File: config.mk
export PLATFORM = sky130hd
export DESIGN_NAME = kfi_div
export DESIGN_NICKNAME = d
export VERILOG_FILES = /design/src/sv/kfi_pkg.sv /design/src/sv/kfi_div.sv
export SDC_FILE = /design/constraint.sdc
export NUM_CORES = 1
export LEC_CHECK = 0
export BUFFER_PORTS_ARGS = -buffer_cell sky130_fd_sc_hd__clkbuf_2
export CORE_MARGIN = 2
export CORE_UTILIZATION = 28
export CTS_CLUSTER_SIZE = 24
export DETAILED_ROUTE_END_ITERATION = 12
export SKIP_CTS_REPAIR_TIMING = 1
export SLEW_MARGIN = 30
export SYNTH_ARGS = -nofsm -noshare
export SYNTH_HDL_FRONTEND = slang
export SYNTH_SLANG_ARGS = --single-unit
File: constraint.sdc
create_clock -name i_clk -period 5.4 [get_ports i_clk]
set_input_delay 0 -clock i_clk [delete_from_list [all_inputs] [get_ports i_clk]]
set_output_delay 0 -clock i_clk [all_outputs]
set_load 0.02 [all_outputs]
File: src/sv/kfi_pkg.sv
// Shared types, constants and helper functions for the keyframe spectrum interpolator.
// No dependencies.
`timescale 1ns / 1ps
`default_nettype none
package kfi_pkg;
    localparam int KF      = 16;
    localparam int KF_W    = 4;
    localparam int FREQS   = 64;
    localparam int FREQ_W  = 6;
    localparam int MAG_W   = 16;
    localparam int TIME_W  = 16;
    localparam int ADDR_W  = KF_W + FREQ_W;
    localparam int DIV_NW  = 32;
    localparam int DIV_DW  = 17;
    localparam logic [MAG_W-1:0] MAG_MAX = '1;
    localparam logic [TIME_W-1:0] DUR_RESET = 16'd1000;

    // keyframe time k*D/(KF-1) by reciprocal multiply: ceil(2^24/15) is exact
    // for every k*D below 2^20
    localparam int KT_W     = KF_W + TIME_W;
    localparam int KT_RCP_W = 21;
    localparam int KT_SHIFT = 24;
    localparam logic [KT_RCP_W-1:0] KT_RCP = 21'd1118482;

    typedef enum logic [1:0] {
        F_SET_TIME = 2'd0,
        F_SET_MAG  = 2'd1,
        F_GET_MAG  = 2'd2,
        F_DEL_KEY  = 2'd3
    } t_func;

    localparam logic [1:0] CFG_DURATION = 2'd0;
    localparam logic [1:0] CFG_LOCK     = 2'd1;

    typedef struct packed {
        logic              go;
        logic [DIV_NW-1:0] num;
        logic [DIV_DW-1:0] den;
    } t_div_req;

    typedef struct packed {
        logic              done;
        logic [DIV_NW-1:0] quo;
        logic [DIV_DW-1:0] rem;
    } t_div_rsp;

    typedef struct packed {
        logic            ok;
        logic [KF_W-1:0] idx;
    } t_nb;

    // nearest active keyframe below c
    function automatic t_nb prev_active(input logic [KF-1:0] flags, input logic [KF_W-1:0] c);
        t_nb res;
        res = '0;
        for (int j = 0; j < KF; j++) begin
            if (KF_W'(j) < c && flags[j]) begin
                res.ok  = 1'b1;
                res.idx = KF_W'(j);
            end
        end
        return res;
    endfunction

    // nearest active keyframe above c
    function automatic t_nb next_active(input logic [KF-1:0] flags, input logic [KF_W-1:0] c);
        t_nb res;
        res = '0;
        for (int j = KF - 1; j >= 0; j--) begin
            if (KF_W'(j) > c && flags[j]) begin
                res.ok  = 1'b1;
                res.idx = KF_W'(j);
            end
        end
        return res;
    endfunction
endpackage
`default_nettype wire

File: src/sv/kfi_div.sv
// Shared restoring divider, one quotient bit per cycle.
// Depends on kfi_pkg.
`timescale 1ns / 1ps
`default_nettype none
module kfi_div
    import kfi_pkg::*;
(
    input  wire logic     i_clk,
    input  wire logic     i_rst_n,
    input  wire t_div_req i_req,
    output t_div_rsp      o_rsp
);
    logic                      r_run;
    logic                      r_done;
    logic [$clog2(DIV_NW)-1:0] r_cnt;
    logic [DIV_DW-1:0]         r_rem;
    logic [DIV_NW-1:0]         r_quo;
    logic [DIV_DW-1:0]         r_den;
    logic [DIV_DW:0]           w_trial;
    logic                      w_ge;

    assign w_trial = {r_rem, r_quo[DIV_NW-1]};
    assign w_ge    = w_trial >= {1'b0, r_den};

    always_ff @(posedge i_clk) begin
        if (!i_rst_n) begin
            r_run  <= 1'b0;
            r_done <= 1'b0;
            r_cnt  <= '0;
        end else begin
            r_done <= !i_req.go && r_run && (r_cnt == $clog2(DIV_NW)'(DIV_NW - 1));
            if (i_req.go) begin
                r_run <= 1'b1;
                r_cnt <= '0;
                r_rem <= '0;
                r_quo <= i_req.num;
                r_den <= i_req.den;
            end else if (r_run) begin
                r_rem <= w_ge ? DIV_DW'(w_trial - {1'b0, r_den}) : w_trial[DIV_DW-1:0];
                r_quo <= {r_quo[DIV_NW-2:0], w_ge};
                r_cnt <= r_cnt + 1'b1;
                if (r_cnt == $clog2(DIV_NW)'(DIV_NW - 1)) begin
                    r_run <= 1'b0;
                end
            end
        end
    end

    assign o_rsp.done = r_done;
    assign o_rsp.quo  = r_quo;
    assign o_rsp.rem  = r_rem;
endmodule
`default_nettype wire

## After elaboration in Yosys (flattened, before gate mapping)

Index checks and enable logic that the tools add are counted.

- Reductions and logical operators: 7
- Order comparisons: 1
- Multiplexer cells: 7
- Eq/ne operators: 1
- Add/sub/neg operators: 2
- Bitwise operators: 1

Operators with widths:

| operator | number |
|---|---|
| $mux 32 | 2 |
| $mux 17 | 2 |
| $ge 18x17->1 | 1 |
| $sub 17x17->17 | 1 |
| $add 5x1->5 const B | 1 |
| $eq 5x5->1 const B | 1 |
| $reduce_and 2->1 | 2 |
| $mux 1 | 3 |
| $logic_and 1x1->1 | 2 |
| $reduce_bool 2->1 | 1 |
| $reduce_or 2->1 | 1 |
| $logic_not 1->1 | 1 |
| $not 1->1 | 1 |

- Output and inout bits: 50
- Input bits: 52
- Register bits: 73
- Logic and storage cells: 25

## Logic depth before layout (Yosys ltp)

- Depth in word-level cells: 4
- Gate-level depth with buffers: 11
- Mapped depth without buffers: 10

## Worst setup path before layout

Ideal clock, no wire load.

- Kind: reg2reg
- From: register r_quo[31]
- To: register r_rem[11], data pin
- Data required time: 5.142 ns
- Cell stages (with the launch flop): 11
- Period minus slack after synthesis: 2.693 ns
- Path buffers: 1
- Library setup time: 0.258 ns
- Arrival: 2.435 ns
- Setup slack: 2.707 ns
- Cells stage by stage: edfxtp_1 > inv_1 > ha_1 > inv_1 > fa_1 > a21oi_1 > o211ai_1 > o21bai_1 > a221o_2 > buf_6 > o221a_2

- Word-level cells in the longest chain between the ends: 3
- Elaborated cells between the ends (all ways): 4
- Classes of those cells: add/sub: 1; order compare: 1; mux: 2

Ends and longest elaborated chain:

| element | RTL line | source |
|---|---|---|
| start, declared | kfi_div.sv:17 | `logic [DIV_NW-1:0] r_quo;` |
| start signal, assigned | kfi_div.sv:36 | `r_quo <= i_req.num;` |
| start signal, assigned | kfi_div.sv:40 | `r_quo <= {r_quo[DIV_NW-2:0], w_ge};` |
| $sub 17x17->17 or $ge 18x17->1 (tied branches) | kfi_div.sv:39, kfi_div.sv:23 |  |
| $mux 17 * | kfi_div.sv:39 | `r_rem <= w_ge ? DIV_DW'(w_trial - {1'b0, r_den}) : w_trial[DIV_DW-1:0];` |
| $mux 17 * | kfi_div.sv:38 | `end else if (r_run) begin` |
| end signal, assigned | kfi_div.sv:39 |  |
| end, declared | kfi_div.sv:16 | `logic [DIV_DW-1:0] r_rem;` |

Mark *: on every way between the ends. The rest lies on a longest branch, timed or not. The select of a mux whose other input is x is not followed.
A chain may end at the register's enable or synchronous reset.

## Worst setup path in the final report

Same ends and word-level chain as after synthesis.

==> flow_summary.json <==
{
  "cts_buffers": 9,
  "maxCapViolCount": 0,
  "wirelength_um": 9930,
  "dp.cells": 586,
  "hold_class": "input port to flip-flop",
  "first_pass_iters": 4,
  "syn_area_um2": 3870,
  "cp.arrival_ns": 3.00,
  "clkLatencyLatePin_ns": 0.34,
  "ys_types": 50,
  "startpoint_type": "flip-flop",
  "syn_to_final_growth_pct": 37.5,
  "routedWlPerCell_um": 15.2,
  "antennaDiodeCount": 0,
  "power.total_mw": 1.72,
  "layoutNonFillerInstCount": 651,
  "r2r_cells": 9,
  "fin_crit_ns": 2.90,
  "min_period_over_period_pct": 53.8,
  "postSynthAreaPerCell_um2": 12.1,
  "seqCellArea_um2": 2120,
  "yosys-top-cells-area": "edfxtp_1, mux2_2, ha_1",
  "final_cell_area_um2": 5330,
  "fillers": 1307,
  "hold_viol": 1,
  "p_leak_nw": 2.22,
  "clock_path_buffers": 2,
  "via_per_inst": 4.66,
  "place_hpwl_um": 6960,
  "slew_headroom_pct": 43.4,
  "whs_path_depth": 2,
  "grt_usage_pct": 13.9,
  "io_buffers": 101,
  "initial_core_util_pct": 28.9,
  "place_area_um2": 4520,
  "final_cell_mix": "clkbuf_2, edfxtp_1, dlygate4sd3_1",
  "irDropWorstVdd_v": 0.000215,
  "p_per_area_nw_per_um2": 324,
  "synth-edff-count": 66,
  "cts_tree": "yes",
  "async_flop_share_pct": 0,
  "multi_input_area_um2": 1570,
  "fp.dieW_um": 122,
  "yosys_warnings": 0,
  "io_pins": 102,
  "crit_type": "flip-flop to flip-flop",
  "final_max_slew_viol_count": 0,
  "outcome": "complete, but fails checks",
  "grt_max_degree": 48,
  "gr-total-overflow": 0,
  "cp_data_required_time_ns": 5.49,
  "final_common_cell": "clkbuf_2",
  "synth_top_area_cell": "edfxtp_1",
  "syn_nets": 392,
  "antenna_found_initial": 0,
  "setup_viol": 0,
  "rsz0062_at_grt": "no",
  "violations": "hold timing",
  "root_buffer": "clkbuf_16",
  "ys.flop_type": "edfxtp_1",
  "layout-drive-gt1-share_pct": 34.1,
  "yosysTopAreaCellShare_pct": 51.2,
  "dieHeight_um": 122,
  "clk_pin_slew_ns": 0.06,
  "finalHoldWorstSlack_ns": -0.00568,
  "drtIter0Drc": 113,
  "drcViolationCount": 0,
  "antenna_left": 0,
  "gp_congestion": 0.840,
  "synthCells": 320,
  "cts.sinks": 73,
  "htree_levels": 3,
  "worst_pin_slew_ns": 0.848,
  "vias": 3033,
  "final.setup.tns_ns": 0,
  "core_region_area_um2": 13400,
  "skew_ns": 0.00594,
  "grt_pass1_vias": 3037,
  "cp_max_fo": 21,
  "ys_seq_area_share_pct": 54.8,
  "dieArea_um2": 14800,
  "cp-end-kind": "flip-flop",
  "fin_nets": 542,
  "fmax_mhz": 344,
  "grt_pass1_wl_um": 15500,
  "synth-seq-cells": 73,
  "rows": 42
}
==> state kept, by name, indices dropped and copies added (netlist names) <==
name,cells
r_rem,17
r_quo,32
r_cnt,5
r_den,17
r_run,1
r_done,1
==> cell type report <==
type / count / share of cell area, %
well taps: 176 / 4.14
inverters: 24 / 1.69
repair buffers: 152 / 18.9
multi-input cells: 210 / 29.5
clock buffers: 11 / 4.37
flip-flops and latches: 73 / 39.8
clock inverters: 5 / 1.50
==> critical path, stage by stage (launching register included) <==
cell and delay [ns]:
edfxtp_1 0.42, inv_1 0.08, ha_1 0.16, inv_1 0.06, fa_1 0.42, a21oi_1 0.21
o211ai_1 0.17, o21bai_1 0.23, a221o_2 0.56, o221a_2 0.33
==> through the flow <==
stage | worst slack (ns) | utilization [%]
floorplan | 2.71 | -
global placement | 2.35 | 33.8
detailed placement | 2.22 | 33.8
CTS | 2.18 | 36.1
global route | 2.20 | 39.7
finish | 2.50 | 39.7
==> cells in the mapped netlist (all sizes together) (3+ instances only) <==
master / number
edfxtp: 66
a21oi: 33
mux2: 32
nand2: 32
inv: 24
ha: 19
nor2: 14
o21ai: 13
clkbuf: 8
xnor2: 8
dfxtp: 7
xor2: 7
buf: 5
a211oi: 4
nand3: 4
a211o: 3
a21boi: 3
a21o: 3
and3: 3
nand4: 3
o211ai: 3
o21a: 3
==> per-layer routing <==
| metal | share of wire, % | vias up | GRT usage, % |
|---|---|---|---|
| met2 | 47 | 110 | 22.4 |
| li1 | - | 1476 | - |
| met3 | 8.4 | 10 | 7.35 |
| met5 | 0 | - | 0 |
| met1 | 43 | 1437 | 16.0 |
| met4 | 1.1 | 0 | 4.09 |
==> power by group <==
part / internal [mW] / switching (mW)
clock network: 0.404 / 0.234
registers: 0.672 / 0.0268
logic: 0.170 / 0.219
==> cells by family (layout without fill, tap and decap cells) <==
family	count (synthesis)	after routing	share of synthesized area, %
adders and majority gates	20	20	6.66
buffers and inverters	37	192	4.65
DFF	73	73	54.8
and+or+nand+nor	66	66	8.14
muxes	34	34	9.82
AOI/OAI and AO/OA	75	75	12.5
xor gates and xnor gates	15	15	3.39
==> path summary, 6_finish.rpt <==
path         slack (ns)         to       from
max                2.50  r_rem[11]  r_quo[31]
min              -0.006  r_quo[29]  i_req[46]
max reg2reg        2.50  r_rem[11]  r_quo[31]
min reg2reg        0.54   r_cnt[2]   r_cnt[2]
(Power assumes the default switching activity.)
